File: src/hdl/esc_pkg.sv
// ----------------------------------------------------------------------------
// esc_pkg
// Types, constants and helpers for the epoch-to-calendar pipeline.
// ----------------------------------------------------------------------------
`default_nettype none
package esc_pkg;
    localparam int unsigned SecsPerDay  = 86400;
    localparam int unsigned SecsPerHour = 3600;
    localparam int unsigned EpochYear   = 1970;
    localparam int unsigned MaxYears    = 137;
    localparam int unsigned OffsetW     = 17;
    localparam int unsigned CfgAddrW    = 1;
    localparam logic [CfgAddrW-1:0] RegZoneOffset = 1'b0;

    typedef struct packed {
        logic [11:0] cal_year;
        logic [3:0]  cal_month;
        logic [4:0]  cal_day;
        logic [4:0]  cal_hour;
        logic [5:0]  cal_minute;
        logic [5:0]  cal_second;
        logic [2:0]  week_day;
    } t_cal;

    // days before the first of each month (non-leap), index 0..12
    function automatic logic [8:0] f_cum_days(input logic [3:0] m);
        logic [8:0] v;
        case (m)
            4'd0:    v = 9'd0;
            4'd1:    v = 9'd31;
            4'd2:    v = 9'd59;
            4'd3:    v = 9'd90;
            4'd4:    v = 9'd120;
            4'd5:    v = 9'd151;
            4'd6:    v = 9'd181;
            4'd7:    v = 9'd212;
            4'd8:    v = 9'd243;
            4'd9:    v = 9'd273;
            4'd10:   v = 9'd304;
            4'd11:   v = 9'd334;
            default: v = 9'd365;
        endcase
        return v;
    endfunction

    // days from epoch to Jan 1 of year 1970+k; 2100 is not leap
    function automatic logic [15:0] f_year_start(input logic [7:0] k);
        logic [8:0]  y;
        logic [15:0] v;
        y = 9'(k) + 9'd1;
        v = 16'(k) * 16'd365 + 16'(y >> 2);
        if (k > 8'd130) begin
            v = v - 16'd1;
        end
        return v;
    endfunction

    function automatic logic f_leap(input logic [7:0] k);
        logic [11:0] y;
        y = 12'(k) + 12'(EpochYear);
        return (y[1:0] == 2'b00) && (y != 12'd2100);
    endfunction
endpackage
`default_nettype wire

File: src/hdl/esc_date.sv
// ----------------------------------------------------------------------------
// esc_date
// Stages 3-5: year estimate and fix, month search, time of day and weekday.
// ----------------------------------------------------------------------------
`default_nettype none
module esc_date (
    input  wire logic           i_clk,
    input  wire logic           i_rst_n,
    input  wire logic           i_en,
    input  wire logic           i_valid,
    input  wire logic [15:0]    i_days,
    input  wire logic [16:0]    i_tod,
    output logic                o_valid,
    output esc_pkg::t_cal       o_cal
);
    import esc_pkg::*;

    // stage 3
    logic        r_v3;
    logic [7:0]  r_k3;
    logic [15:0] r_d3;
    logic [16:0] r_t3;
    // stage 4
    logic        r_v4;
    logic [7:0]  r_k4;
    logic [8:0]  r_doy4;
    logic [15:0] r_d4;
    logic [4:0]  r_h4;
    logic [11:0] r_ts4;
    // stage 5
    logic        r_v5;
    t_cal        r_c5;

    logic [7:0]  n_k;
    logic [7:0]  n_kf;
    logic [15:0] n_ys;
    logic [8:0]  n_doy;
    logic [3:0]  n_m;
    logic [8:0]  n_base;
    logic        n_lp;
    logic [8:0]  n_cm;
    logic [5:0]  n_min;
    logic [2:0]  n_wd;
    logic [15:0] n_w;

    // coarse year: days / 365, may be one high
    always_comb begin
        n_k = 8'(({16'd0, i_days} * 32'd45965) >> 24);
    end

    always_comb begin
        n_kf = r_k3;
        if (f_year_start(r_k3) > r_d3) begin
            n_kf = r_k3 - 8'd1;
        end
        n_ys  = f_year_start(n_kf);
        n_doy = 9'(r_d3 - n_ys);
    end

    always_comb begin
        n_lp = f_leap(r_k4);
        n_m  = 4'd1;
        for (int i = 1; i < 12; i++) begin
            n_cm = f_cum_days(4'(i)) + ((n_lp && i >= 2) ? 9'd1 : 9'd0);
            if (r_doy4 >= n_cm) begin
                n_m = 4'(i + 1);
            end
        end
        n_base = f_cum_days(n_m - 4'd1) + ((n_lp && n_m > 4'd2) ? 9'd1 : 9'd0);
        n_min  = 6'(({20'd0, r_ts4} * 32'd69906) >> 22);
        n_w    = r_d4 + 16'd4;
        n_wd   = 3'(n_w - 16'((({16'd0, n_w} * 32'd74899) >> 19) * 32'd7));
    end

    always_ff @(posedge i_clk) begin
        if (!i_rst_n) begin
            r_v3 <= 1'b0;
            r_v4 <= 1'b0;
            r_v5 <= 1'b0;
        end else if (i_en) begin
            r_v3 <= i_valid;
            r_v4 <= r_v3;
            r_v5 <= r_v4;
        end
    end

    always_ff @(posedge i_clk) begin
        if (i_en) begin
            r_k3  <= n_k;
            r_d3  <= i_days;
            r_t3  <= i_tod;
            r_k4  <= n_kf;
            r_doy4 <= n_doy;
            r_d4  <= r_d3;
            r_h4  <= 5'(({15'd0, r_t3} * 32'd37283) >> 27);
            r_ts4 <= 12'(r_t3 - 17'(({15'd0, r_t3} * 32'd37283) >> 27) * 17'd3600);
            r_c5.cal_year   <= 12'(r_k4) + 12'(EpochYear);
            r_c5.cal_month  <= n_m;
            r_c5.cal_day    <= 5'(r_doy4 - n_base + 9'd1);
            r_c5.cal_hour   <= r_h4;
            r_c5.cal_minute <= n_min;
            r_c5.cal_second <= 6'(r_ts4 - 12'(n_min) * 12'd60);
            r_c5.week_day   <= n_wd;
        end
    end

    assign o_valid = r_v5;
    assign o_cal   = r_c5;
endmodule
`default_nettype wire

File: config.mk
export PLATFORM = sky130hd
export DESIGN_NAME = esc_date
export DESIGN_NICKNAME = d
export VERILOG_FILES = /design/src/hdl/esc_pkg.sv /design/src/hdl/esc_date.sv
export SDC_FILE = /design/constraint.sdc
export NUM_CORES = 1
export LEC_CHECK = 0
export ABC_AREA = 1
export BUFFER_PORTS_ARGS = -buffer_cell sky130_fd_sc_hd__clkbuf_2
export CAP_MARGIN = 20
export CORE_ASPECT_RATIO = 1.75
export CORE_UTILIZATION = 59
export DETAILED_ROUTE_END_ITERATION = 6
export GPL_ROUTABILITY_DRIVEN = 1
export PLACE_DENSITY_LB_ADDON = 0.3
export SYNTH_ARGS = -nofsm -noshare
export SYNTH_HDL_FRONTEND = slang
export SYNTH_SLANG_ARGS = --single-unit
File: constraint.sdc
create_clock -name i_clk -period 10.1 [get_ports i_clk]
set_clock_uncertainty 0.05 [all_clocks]
set_input_delay 1.01 -clock i_clk [delete_from_list [all_inputs] [get_ports i_clk]]
set_output_delay 1.01 -clock i_clk [all_outputs]
set_load 0.005 [all_outputs]
## Word level (Yosys, flattened, before mapping)

Memories as Yosys holds them, arrays and structs flattened.
Cells that the tools add are included.

| storage, ports and cells | value |
|---|---|
| register bits | 135 |
| memory bits (read-only) | 144 |
| input bits | 37 |
| output and inout bits | 42 |
| logic and storage cells | 90 |
| memories | 1 |

Memory list:

| name | depth | width | rd ports | clocked after Yosys merged registers in | write ports | RTL line | source |
|---|---|---|---|---|---|---|---|
| (no name shown) | 16 | 9 | 1 | 0 | 0 | esc_pkg.sv:28 | `case (m)` |

| cells by class | value |
|---|---|
| add/sub/neg operators | 27 |
| multipliers | 9 |
| order comparisons | 15 |
| equality and inequality tests | 1 |
| multiplexer cells | 16 |
| reduce and logical (&&, ||, !) cells | 3 |

Operators by type and width:

| cell | number |
|---|---|
| 9-bit greater-or-equal comparator | 10 |
| 8-bit by 9-bit adder with 9-bit output (first input constant) | 4 |
| 16-bit by 16-bit multiplier with 32-bit output (second input constant) | 1 |
| 16-bit by 17-bit multiplier with 32-bit output (second input constant) | 1 |
| 17-bit by 16-bit multiplier with 32-bit output (second input constant) | 1 |
| 12-bit by 16-bit multiplier with 27-bit output (second input constant) | 1 |
| 4-bit 2-to-1 mux | 5 |
| 7-bit by 9-bit adder with 9-bit output (first input constant) | 2 |
| 8-bit by 1-bit adder with 9-bit output (second input constant) | 2 |
| 9-bit adder (first input constant) | 2 |
| 16-bit by 3-bit adder with 16-bit output (second input constant) | 1 |
| 16-bit by 7-bit adder with 16-bit output | 1 |
| 16-bit > comparator | 1 |
| 8-bit > comparator (second input constant) | 2 |
| 8-bit by 9-bit multiplier with 16-bit output (second input constant) | 1 |
| 16-bit 2-to-1 mux | 1 |
| 16-bit by 1-bit subtractor with 16-bit output (second input constant) | 1 |
| 13-bit by 3-bit multiplier with 3-bit output (second input constant) | 1 |
| 8-bit by 11-bit adder with 12-bit output (second input constant) | 1 |
| 3-bit 2-to-1 mux | 4 |
| 12-bit inequality test (second input constant) | 1 |
| 12-bit subtractor | 1 |
| 6-bit by 9-bit adder with 9-bit output (first input constant) | 1 |
| 9-bit by 1-bit adder with 9-bit output (first input constant) | 1 |
| other kinds (21) | 24 |

## Logic depth before layout (Yosys ltp)

Gate-level depths: netlist of run 1.

| logic depth | value |
|---|---|
| depth in word-level cells | 22 |
| mapped depth | 69 |
| depth with buffers taken out | 69 |

## Worst setup path after synthesis of run 1

Ideal clock, no wire load.

| timing path | value |
|---|---|
| path type | register to register |
| start | register r_k3[4] |
| end | register r_doy4[8] (data pin) |
| library setup time | 0.252 ns |
| arrival | 10.696 ns |
| required time | 9.798 ns |
| setup slack | -0.898 ns |
| cell stages (with the launch flop) | 64 |
| path buffers | 0 |
| period minus slack after synthesis | 10.998 ns |
| cell sequence | edfxtp_1 > ha_1 > nand4_1 > xor2_1 > fa_1 > ha_1 > ha_1 > inv_1 > fa_1 > inv_1 > ha_1 > inv_1 > fa_1 > inv_1 > nor2_1 > nand2_1 > nor3_2 > nand3_1 > [... 28 more ...] > fa_1 > nor2_1 > nand3_1 > xor2_1 > nand2_1 > o21ai_0 > ha_1 > a21oi_1 > o21ai_0 > nand2_1 > nand2_1 > nand2_1 > nand2_1 > nand3_1 > nand2_1 > xor2_1 > nand2_1 > nand2_1 |

| between the ends | value |
|---|---|
| word-level cells in the longest chain between the ends | 11 |
| elaborated cells on any way between the ends | 16 |
| those cells by class | add/sub (8); mul (2); order compare (3); mux (3) |

RTL lines:

| item | RTL line | source |
|---|---|---|
| start: declaration | esc_date.sv:20 | `logic [7:0] r_k3;` |
| start signal: assignment | esc_date.sv:89 | `r_k3 <= n_k;` |
| 8-bit by 9-bit multiplier with 16-bit output / 8-bit by 1-bit adder with 9-bit output (equally long branches) | esc_pkg.sv:51, esc_pkg.sv:50 |  |
| 16-bit by 7-bit adder with 16-bit output | esc_pkg.sv:51 | `v = 16'(k) * 16'd365 + 16'(y >> 2);` |
| 16-bit by 1-bit subtractor with 16-bit output | esc_pkg.sv:53 | `v = v - 16'd1;` |
| 16-bit 2-to-1 mux * | esc_pkg.sv:52 | `if (k > 8'd130) begin` |
| 16-bit > comparator * | esc_date.sv:53 | `if (f_year_start(r_k3) > r_d3) begin` |
| 8-bit 2-to-1 mux * | esc_date.sv:53 |  |
| via n_kf[3] | esc_date.sv:35 | `logic [7:0] n_kf;` |
| 8-bit by 9-bit multiplier with 9-bit output / 8-bit by 1-bit adder with 9-bit output (equally long branches) | esc_pkg.sv:51, esc_pkg.sv:50 |  |
| 9-bit by 7-bit adder with 9-bit output | esc_pkg.sv:51 |  |
| 9-bit by 1-bit subtractor with 9-bit output | esc_pkg.sv:53 |  |
| 9-bit 2-to-1 mux * | esc_pkg.sv:52 |  |
| 9-bit subtractor * | esc_date.sv:57 | `n_doy = 9'(r_d3 - n_ys);` |
| via n_doy[8] | esc_date.sv:37 | `logic [8:0] n_doy;` |
| end signal: assignment | esc_date.sv:93 | `r_doy4 <= n_doy;` |
| end: declaration | esc_date.sv:26 | `logic [8:0] r_doy4;` |

The timed path passes the listed nets; every way through them passes the cells marked *.
A chain may end at the register's enable or synchronous reset.

## Worst setup path after layout of run 1

| timing path | value |
|---|---|
| start | register r_k3[3] |
| end | register r_doy4[8] (data pin) |

Same word-level chain as after synthesis.

==> results of run 1 <==
==> through the flow <==
step                utilization, %  hold WS [ns]  cell area [um^2]
global placement              64.9         0.357             24900
finish                        67.5         0.386             25900
detailed placement            64.9         0.362             24900
global route                  67.5         0.385             25900
CTS                           66.9         0.387             25700
floorplan                        -         0.350             23000
==> routing by layer <==
layer | GRT usage [%] | up-vias
li1 | - | 8253
met1 | 25.2 | 8320
met2 | 53.1 | 299
met3 | 2.55 | 159
met4 | 13.9 | 0
met5 | 0 | -
==> cells in the mapped netlist, types with 2 or more instances <==
cell type / count / area share (%)
ha_1: 568 / 31
nand3b_1: 4 / 0.13
o2111ai_1: 3 / 0.11
o21ai_2: 2 / 0.076
a21o_1: 7 / 0.23
inv_2: 6 / 0.098
xor2_1: 92 / 3.5
nand2_1: 256 / 4.2
xnor2_1: 45 / 1.7
a21boi_0: 2 / 0.065
a211oi_1: 6 / 0.20
nor3_2: 3 / 0.13
o21a_1: 4 / 0.13
a221oi_1: 3 / 0.11
dfxtp_1: 3 / 0.26
fa_1: 243 / 21
o31ai_1: 2 / 0.065
a21oi_1: 101 / 2.2
nand4_1: 22 / 0.60
nor4_1: 5 / 0.14
nand3_2: 2 / 0.087
nor3_1: 21 / 0.46
o21bai_1: 9 / 0.29
or2_2: 5 / 0.14
edfxtp_1: 132 / 17
inv_1: 602 / 9.8
nor2_1: 101 / 1.6
o211a_1: 2 / 0.087
o21ai_0: 58 / 1.3
o211ai_1: 5 / 0.16
nand2_2: 6 / 0.16
o21ai_1: 7 / 0.15
nand3_1: 65 / 1.4
a31oi_1: 12 / 0.33
==> worst min-delay path by stage <==
stage | slack [ns] | endpoint
after global routing | 0.39 | o_cal[16]$_DFFE_PP_
after detailed placement | 0.36 | o_cal[17]$_DFFE_PP_
after global placement | 0.36 | o_cal[18]$_DFFE_PP_
after CTS | 0.39 | o_cal[18]$_DFFE_PP_
after floorplan | 0.35 | o_cal[15]$_DFFE_PP_
final | 0.39 | o_cal[18]$_DFFE_PP_
==> worst max-delay path: cells and delay by family (launching register included) <==
kind / cells / cell delay (ns)
compound gates: 4 / 0.65
xor+xnor: 5 / 0.77
fa+ha+maj: 14 / 4.84
buf+inv: 15 / 1.27
flops: 1 / 0.43
simple gates: 27 / 2.73
==> area by class of cell <==
cell class	instances	share of cell area [%]
Timing Repair Buffer	208	5.43
Inverter	608	8.81
Tap cell	485	2.34
Sequential cell	135	15.5
Multi-Input combinational cell	1674	65.5
Clock buffer	18	1.69
Clock inverter	14	0.724
==> state kept, by name (all words and copies together) (netlist names) <==
signal,count
r_ts4,12
r_d3,16
r_h4,5
r_k3,8
r_d4,16
r_v3,1
r_doy4,9
o_valid,1
r_v4,1
r_k4,8
o_cal,41
r_t3,17
==> cell families (layout without fill, tap and decap cells) <==
logic type	Yosys count	after routing
AND/OR/NAND/NOR	496	496
adder cells (fa/ha/maj)	811	811
XOR/XNOR	138	138
multiplexers	1	1
buffers and inverters	611	848
AO/OA/AOI/OAI	228	228
flip-flops	135	135
==> timing repair <==
item | CTS | global route
pin swaps | 33 | 32
setup endpoints to repair | 5 | 6
endpoints found under the hold margin | 0 | 0
setup buffers | 6 | 9
gates resized for setup | 25 | 35
==> impl_metrics.env, run 1 <==
export IMPL_status="finished, violations left"
export IMPL_violations="negative setup slack"
export IMPL_grt_util_all_layers_pct=26.5
export IMPL_numPortBuffers=78
export IMPL_clockBufferDepth=2
export IMPL_hold_viol_final=0
export IMPL_drive_above_1_share_pct=12.1
export IMPL_synth_xor_area_share_pct=5.29
export IMPL_overflow=0
export IMPL_gp_congestion=0.932
export IMPL_max_stage_delay_ns=0.53
export IMPL_synth_compound_area_share_pct=5.67
export IMPL_synth_edf_count=132
export IMPL_cts_hold_buffers=0
export IMPL_maxCapViolCount=0
export IMPL_pre_cts_ws_ns=-1.04
export IMPL_syn_inst=2420
export IMPL_yosys_most_used_dff="edfxtp_1"
export IMPL_crit_path_end="r_doy4[8]$_DFFE_PP_"
export IMPL_grt_max_degree=84
export IMPL_cp_required_ns=10.26
export IMPL_crit_top_cell="nand2_1"
export IMPL_synthAdderAreaFrac_pct=52.1
export IMPL_synth_distinct_cells=50
export IMPL_routed_wl_mm=49.7
export IMPL_cts_tree="yes"
export IMPL_slew_viol_final=0
export IMPL_grt_pass1_vias=18598
export IMPL_seq_area_mm2=0.00402
export IMPL_diodes=0
export IMPL_instances_no_fill=3142
export IMPL_relSlewSlack_pct=31.2
export IMPL_final_common_cell="inv_1"
export IMPL_yosys_area_share_simple_pct=9.42
export IMPL_crit_start="r_k3[3]$_DFFE_PP_"
export IMPL_fin_ws_ns=-0.910
export IMPL_holdPathStages=0
export IMPL_min_period_over_period_pct=109
export IMPL_reg2reg_to="r_doy4[8]$_DFFE_PP_"
export IMPL_dp_hpwl_mm=42.0
export IMPL_h_tree_depth=4
export IMPL_grt_pass1_wl_mm=82.3
export IMPL_ys_seq_elements=135
export IMPL_wl_met3_mm=1.01
export IMPL_reg2reg_setup_slack_ns=-0.91
export IMPL_ff2ff_path_depth=65
export IMPL_setup_tns_ns=-2.84
export IMPL_num_vias=17031
export IMPL_place_inst=3099
export IMPL_wire_per_inst_um=15.8
export IMPL_avgSynthCellArea_um2=9.50
export IMPL_min_path_type="reg2reg"
export IMPL_mostFrequentLayoutCells="594 x inv_1, 557 x ha_1, 251 x nand2_1, 242 x fa_1, 132 x edfxtp_1"
export IMPL_maxUsedRoutingLayer="met4"
export IMPL_fillers=3001
export IMPL_cp_start_kind="flip-flop"
export IMPL_min_from="r_h4[3]$_DFFE_PP_"
export IMPL_setup_viol=5
export IMPL_wl_met2_mm=28.9
export IMPL_vias_per_cell=5.42
export IMPL_wl_met1_mm=17.6
export IMPL_tightest_slew_ns=1.03
export IMPL_crit_path_top_delay_cell="fa_1"
export IMPL_fmax_mhz=90.8
export IMPL_ant_nets=0
export IMPL_root_buffer="clkbuf_16"
export IMPL_die_w_um=151
export IMPL_initial_utilization_pct=59.9
export IMPL_synthMuxAreaShare_pct=0.0435
export IMPL_io_pins=79
export IMPL_num_rows=95
export IMPL_clkSinkCount=135
export IMPL_multi_input_area_mm2=0.0170
export IMPL_synth_async_reset_ratio_pct=0
export IMPL_fin_crit_ns=11.01
export IMPL_seq_area_frac_synth_pct=17.5
export IMPL_die_area_mm2=0.0398
export IMPL_areaGrowthSynthToFinish_pct=12.7
export IMPL_drcViolationCount=0
export IMPL_worstPathArrival_ns=11.17
export IMPL_clk_pin_slew_worst_paths_ns=0.07
export IMPL_synth_top_family_by_area="adder cells"
export IMPL_yosysWarnings=0
export IMPL_rsz0062_at_grt="true"
export IMPL_drtIter0Drc=615
export IMPL_core_mm2=0.0384
export IMPL_crit_fanout=8
export IMPL_layout_nets=3492
export IMPL_cp_end_kind="flip-flop"
export IMPL_die_h_um=263
export IMPL_netlist_area_mm2=0.0230
export IMPL_reg2reg_from="r_k3[3]$_DFFE_PP_"
export IMPL_clkLatencyLatePin_ns=0.45
export IMPL_first_pass_iters=5
export IMPL_syn_nets=3268
export IMPL_crit_type="reg2reg"
export IMPL_numCtsBuffers=17
export IMPL_grt_antenna_before_repair=0
Power of run 1 is left out: the tool's default activity adds up to more than one toggle a clock period on the data nets, which glitch-free logic cannot reach.
==> run 2: changes to the inputs <==
--- a/config.mk
+++ b/config.mk
@@ -9,7 +9,7 @@
 export BUFFER_PORTS_ARGS = -buffer_cell sky130_fd_sc_hd__clkbuf_2
 export CAP_MARGIN = 20
 export CORE_ASPECT_RATIO = 1.75
-export CORE_UTILIZATION = 59
+export CORE_UTILIZATION = 60
 export DETAILED_ROUTE_END_ITERATION = 6
 export GPL_ROUTABILITY_DRIVEN = 1
 export PLACE_DENSITY_LB_ADDON = 0.3
==> constraint.sdc (replaced) <==
create_clock -name i_clk -period 13.4 [get_ports i_clk]
set_clock_uncertainty 0.05 [all_clocks]
set_input_delay 1.34 -clock i_clk [delete_from_list [all_inputs] [get_ports i_clk]]
set_output_delay 1.34 -clock i_clk [all_outputs]
set_load 0.005 [all_outputs]
==> impl_metrics.env, run 2 (synthesis gave the netlist of run 1 again) <==
export IMPL_drive_above_1_share_pct=5.66
export IMPL_overflow=0
export IMPL_cp_required_ns=13.55
export IMPL_h_tree_depth=4
export IMPL_tightest_slew_ns=1.06
export IMPL_first_pass_iters=5
export IMPL_ff2ff_path_depth=63
export IMPL_crit_top_cell="nand2_1"
export IMPL_setup_viol=0
export IMPL_cts_tree="yes"
export IMPL_grt_max_degree=82
export IMPL_grt_pass1_wl_mm=79.0
export IMPL_instances_no_fill=3008
export IMPL_grt_antenna_before_repair=0
export IMPL_grt_util_all_layers_pct=25.7
export IMPL_ant_nets=0
export IMPL_holdPathStages=0
export IMPL_cp_start_kind="flip-flop"
export IMPL_numCtsBuffers=17
export IMPL_routed_wl_mm=47.0
export IMPL_diodes=0
export IMPL_slew_viol_final=0
export IMPL_worstPathArrival_ns=12.42
export IMPL_status="finished clean"
export IMPL_core_mm2=0.0376
export IMPL_layout_nets=3363
export IMPL_drcViolationCount=0
export IMPL_crit_path_top_delay_cell="edfxtp_1"
export IMPL_initial_utilization_pct=61.1
export IMPL_final_util_pct=65.3
export IMPL_crit_type="reg2reg"
export IMPL_clockBufferDepth=2
export IMPL_numPortBuffers=78
export IMPL_vias_per_cell=5.46
export IMPL_fin_crit_ns=12.26
export IMPL_final_common_cell="inv_1"
export IMPL_die_h_um=261
export IMPL_rsz0062_at_grt="false"
export IMPL_max_stage_delay_ns=0.66
export IMPL_clkLatencyLatePin_ns=0.45
export IMPL_place_inst=2976
export IMPL_pre_cts_ws_ns=1.26
export IMPL_clkSinkCount=135
export IMPL_crit_fanout=10
export IMPL_setup_tns_ns=0
export IMPL_min_from="r_h4[4]$_DFFE_PP_"
export IMPL_die_w_um=150
export IMPL_clk_pin_slew_worst_paths_ns=0.07
export IMPL_cp_end_kind="flip-flop"
export IMPL_reg2reg_setup_slack_ns=1.14
export IMPL_io_pins=79
export IMPL_mostFrequentLayoutCells="602 x inv_1, 568 x ha_1, 256 x nand2_1, 243 x fa_1, 132 x edfxtp_1"
export IMPL_maxCapViolCount=0
export IMPL_areaGrowthSynthToFinish_pct=6.92
export IMPL_min_period_over_period_pct=91.5
export IMPL_min_path_type="reg2reg"
export IMPL_reg2reg_from="r_k3[4]$_DFFE_PP_"
export IMPL_largest_register_ff_count=41
export IMPL_cts_hold_buffers=0
export IMPL_die_area_mm2=0.0391
export IMPL_gp_congestion=0.916
export IMPL_hold_path_endpoint="o_cal[19]$_DFFE_PP_"
export IMPL_hold_viol_final=0
export IMPL_relSlewSlack_pct=29.2
export IMPL_dp_hpwl_mm=40.1
export IMPL_drtIter0Drc=562
export IMPL_wire_per_inst_um=15.6
export IMPL_fmax_mhz=81.5
export IMPL_post_cts_buffers=0
export IMPL_grt_pass1_vias=18024
export IMPL_num_vias=16434
export IMPL_root_buffer="clkbuf_16"
export IMPL_reg2reg_to="r_doy4[8]$_DFFE_PP_"
export IMPL_cts_resized=0
export IMPL_fin_ws_ns=1.14
export IMPL_num_rows=94
-- run 2: final cells by class --
type,instances,area (um^2)
clock inverters,15,180
repair buffers,79,404
multi-input cells,1674,16700
flip-flops and latches,135,4020
inverters,608,2280
clock buffers,17,425
fillers,3015,13100
well taps,480,601
-- run 2: layer usage --
metal  vias to the layer above  GRT usage [%]  part of all wire, %
li1                       7989              -                    -
met1                      8008           25.0                   35
met2                       306           51.8                   57
met3                       131           2.30                  2.5
met4                         0           14.0                  4.7
met5                         -              0                    0
-- run 2: worst max-delay path: cells and delay by family (launching register included) --
| kind | cells | cell delay, ns |
|---|---|---|
| AO/OA/AOI/OAI | 3 | 0.43 |
| flip-flops | 1 | 0.66 |
| AND/OR/NAND/NOR | 28 | 3.21 |
| adder cells (fa/ha/maj) | 16 | 5.68 |
| XOR/XNOR | 6 | 1.28 |
| buffers and inverters | 10 | 0.71 |
-- run 2: how the worst max path moves through the flow --
| stage | slack [ns] | from | end |
|---|---|---|---|
| finish | 1.14 | r_k3[4]$_DFFE_PP_ | r_doy4[8]$_DFFE_PP_ |
| global placement | 1.61 | r_k3[4]$_DFFE_PP_ | r_doy4[8]$_DFFE_PP_ |
| floorplan | 2.40 | r_k3[4]$_DFFE_PP_ | r_doy4[8]$_DFFE_PP_ |
| detailed placement | 1.26 | r_k3[4]$_DFFE_PP_ | r_doy4[8]$_DFFE_PP_ |
| global route | 0.22 | r_k3[4]$_DFFE_PP_ | r_doy4[8]$_DFFE_PP_ |
| CTS | 1.18 | r_k3[4]$_DFFE_PP_ | r_doy4[8]$_DFFE_PP_ |
-- run 2: through the flow --
stage                     area (um^2)  hold WS, ns
after floorplan                 23000        0.350
after global placement          24000        0.352
after detailed placement        24000        0.355
after CTS                       24600        0.369
after global routing            24600        0.378
final                           24600        0.367
Power of run 2 is left out for the same reason.
==> run 3: changes to the inputs <==
--- a/config.mk
+++ b/config.mk
@@ -12,7 +12,7 @@
 export CORE_UTILIZATION = 60
 export DETAILED_ROUTE_END_ITERATION = 6
 export GPL_ROUTABILITY_DRIVEN = 1
-export PLACE_DENSITY_LB_ADDON = 0.3
+export PLACE_DENSITY = 0.87
 export SYNTH_ARGS = -nofsm -noshare
 export SYNTH_HDL_FRONTEND = slang
 export SYNTH_SLANG_ARGS = --single-unit
==> impl_metrics.env, run 3 (synthesis gave the netlist of run 1 again) <==
export IMPL_status="finished clean"
export IMPL_post_cts_buffers=0
export IMPL_multi_input_area_mm2=0.0167
export IMPL_setup_viol=0
export IMPL_clockBufferDepth=2
export IMPL_hold_path_endpoint="o_cal[18]$_DFFE_PP_"
export IMPL_mostFrequentLayoutCells="602 x inv_1, 568 x ha_1, 256 x nand2_1, 243 x fa_1, 132 x edfxtp_1"
export IMPL_die_w_um=150
export IMPL_fin_crit_ns=12.19
export IMPL_areaGrowthSynthToFinish_pct=6.86
export IMPL_crit_top_cell="nand2_1"
export IMPL_diodes=0
export IMPL_holdPathStages=0
export IMPL_max_stage_delay_ns=0.65
export IMPL_grt_antenna_before_repair=0
export IMPL_tightest_slew_ns=0.954
export IMPL_clk_pin_slew_worst_paths_ns=0.07
export IMPL_hold_viol_final=0
export IMPL_cts_resized=0
export IMPL_top_usage_layer="met2"
export IMPL_seq_area_mm2=0.00402
export IMPL_min_period_over_period_pct=91.0
export IMPL_h_tree_depth=4
export IMPL_crit_fanout=10
export IMPL_reg2reg_from="r_k3[4]$_DFFE_PP_"
export IMPL_initial_utilization_pct=61.1
export IMPL_numPortBuffers=78
export IMPL_crit_type="reg2reg"
export IMPL_reg2reg_setup_slack_ns=1.21
export IMPL_grt_max_degree=71
export IMPL_cp_end_kind="flip-flop"
export IMPL_cts_hold_buffers=0
export IMPL_rsz0062_at_grt="false"
export IMPL_setup_tns_ns=0
export IMPL_gr_usage_met1_pct=25.7
export IMPL_maxCapViolCount=0
export IMPL_clkLatencyLatePin_ns=0.46
export IMPL_num_vias=16871
export IMPL_fmax_mhz=82.0
export IMPL_vias_per_cell=5.61
export IMPL_grt_use_met2_pct=54.2
export IMPL_crit_path_top_delay_cell="edfxtp_1"
export IMPL_die_h_um=261
export IMPL_cp_start_kind="flip-flop"
export IMPL_relSlewSlack_pct=36.4
export IMPL_drtIter0Drc=629
export IMPL_io_pins=79
export IMPL_ff2ff_path_depth=63
export IMPL_first_pass_iters=5
export IMPL_min_path_type="reg2reg"
export IMPL_numCtsBuffers=17
export IMPL_largest_register_ff_count=41
export IMPL_num_rows=94
export IMPL_grt_util_all_layers_pct=27.3
export IMPL_worstPathArrival_ns=12.36
export IMPL_core_mm2=0.0376
export IMPL_final_common_cell="inv_1"
export IMPL_cts_tree="yes"
export IMPL_root_buffer="clkbuf_16"
export IMPL_grt_pass1_vias=18872
export IMPL_min_from="r_h4[3]$_DFFE_PP_"
export IMPL_die_area_mm2=0.0391
export IMPL_use_met3_pct=3.47
export IMPL_drcViolationCount=0
export IMPL_layout_nets=3363
export IMPL_routed_wl_mm=49.6
export IMPL_wire_per_inst_um=16.5
export IMPL_clkSinkCount=135
export IMPL_grt_pass1_wl_mm=83.5
export IMPL_overflow=0
export IMPL_dp_hpwl_mm=41.8
export IMPL_ant_nets=0
export IMPL_cp_required_ns=13.57
export IMPL_slew_viol_final=0
export IMPL_gp_congestion=0.924
export IMPL_fillers=2789
export IMPL_drive_above_1_share_pct=5.62
export IMPL_reg2reg_to="r_doy4[8]$_DFFE_PP_"
==> run 3: worst max-delay path, delay by kind of cell, from the launching register on <==
kind | cells | cell delay, ns
xor gates and xnor gates | 6 | 1.24
and+or+nand+nor | 29 | 3.26
AOI/OAI and AO/OA | 3 | 0.42
DFF | 1 | 0.65
adders and majority gates | 16 | 5.67
buffers and inverters | 9 | 0.63
==> run 3: how the worst max path moves through the flow <==
stage / end / startpoint / slack, ns / cells past startpoint
floorplan: r_doy4[8]$_DFFE_PP_ / r_k3[4]$_DFFE_PP_ / 2.40 / 63
global placement: r_doy4[8]$_DFFE_PP_ / r_k3[4]$_DFFE_PP_ / 1.61 / 63
detailed placement: r_doy4[8]$_DFFE_PP_ / r_k3[4]$_DFFE_PP_ / 1.34 / 63
CTS: r_doy4[8]$_DFFE_PP_ / r_k3[4]$_DFFE_PP_ / 1.23 / 63
global route: r_doy4[8]$_DFFE_PP_ / r_k3[4]$_DFFE_PP_ / 0.20 / 63
finish: r_doy4[8]$_DFFE_PP_ / r_k3[4]$_DFFE_PP_ / 1.21 / 63
==> run 3: final cells by class <==
cell class	count	area share, %
Multi-Input combinational cell	1674	67.8
Clock buffer	18	1.75
Inverter	608	9.29
Sequential cell	135	16.4
Tap cell	480	2.44
Clock inverter	14	0.662
Timing Repair Buffer	79	1.64
==> run 3: stage by stage <==
| stage | utilization, % | hold WS [ns] | std cells | instance area (um^2) | setup slack (ns) |
|---|---|---|---|---|---|
| 6_report | 65.3 | 0.369 | 3008 | 24600 | 1.21 |
| 5_1_grt | 65.3 | 0.377 | 3008 | 24600 | 0.201 |
| 4_1_cts | 65.3 | 0.370 | 3008 | 24600 | 1.23 |
| 3_5_place_dp | 63.7 | 0.355 | 2976 | 24000 | 1.34 |
| 3_3_place_gp | 63.7 | 0.360 | 2976 | 24000 | 1.61 |
| 2_1_floorplan | - | 0.350 | 2420 | 23000 | 2.40 |
==> run 3: layer usage <==
metal  wire length [um]  vias up  share of wire [%]
met5                  0        -                  0
met4               2960        0                6.0
met3               1620      208                3.3
met2              28100      460                 57
met1              16900     8223                 34
li1                   -     7980                  -
Power of run 3 is left out for the same reason.
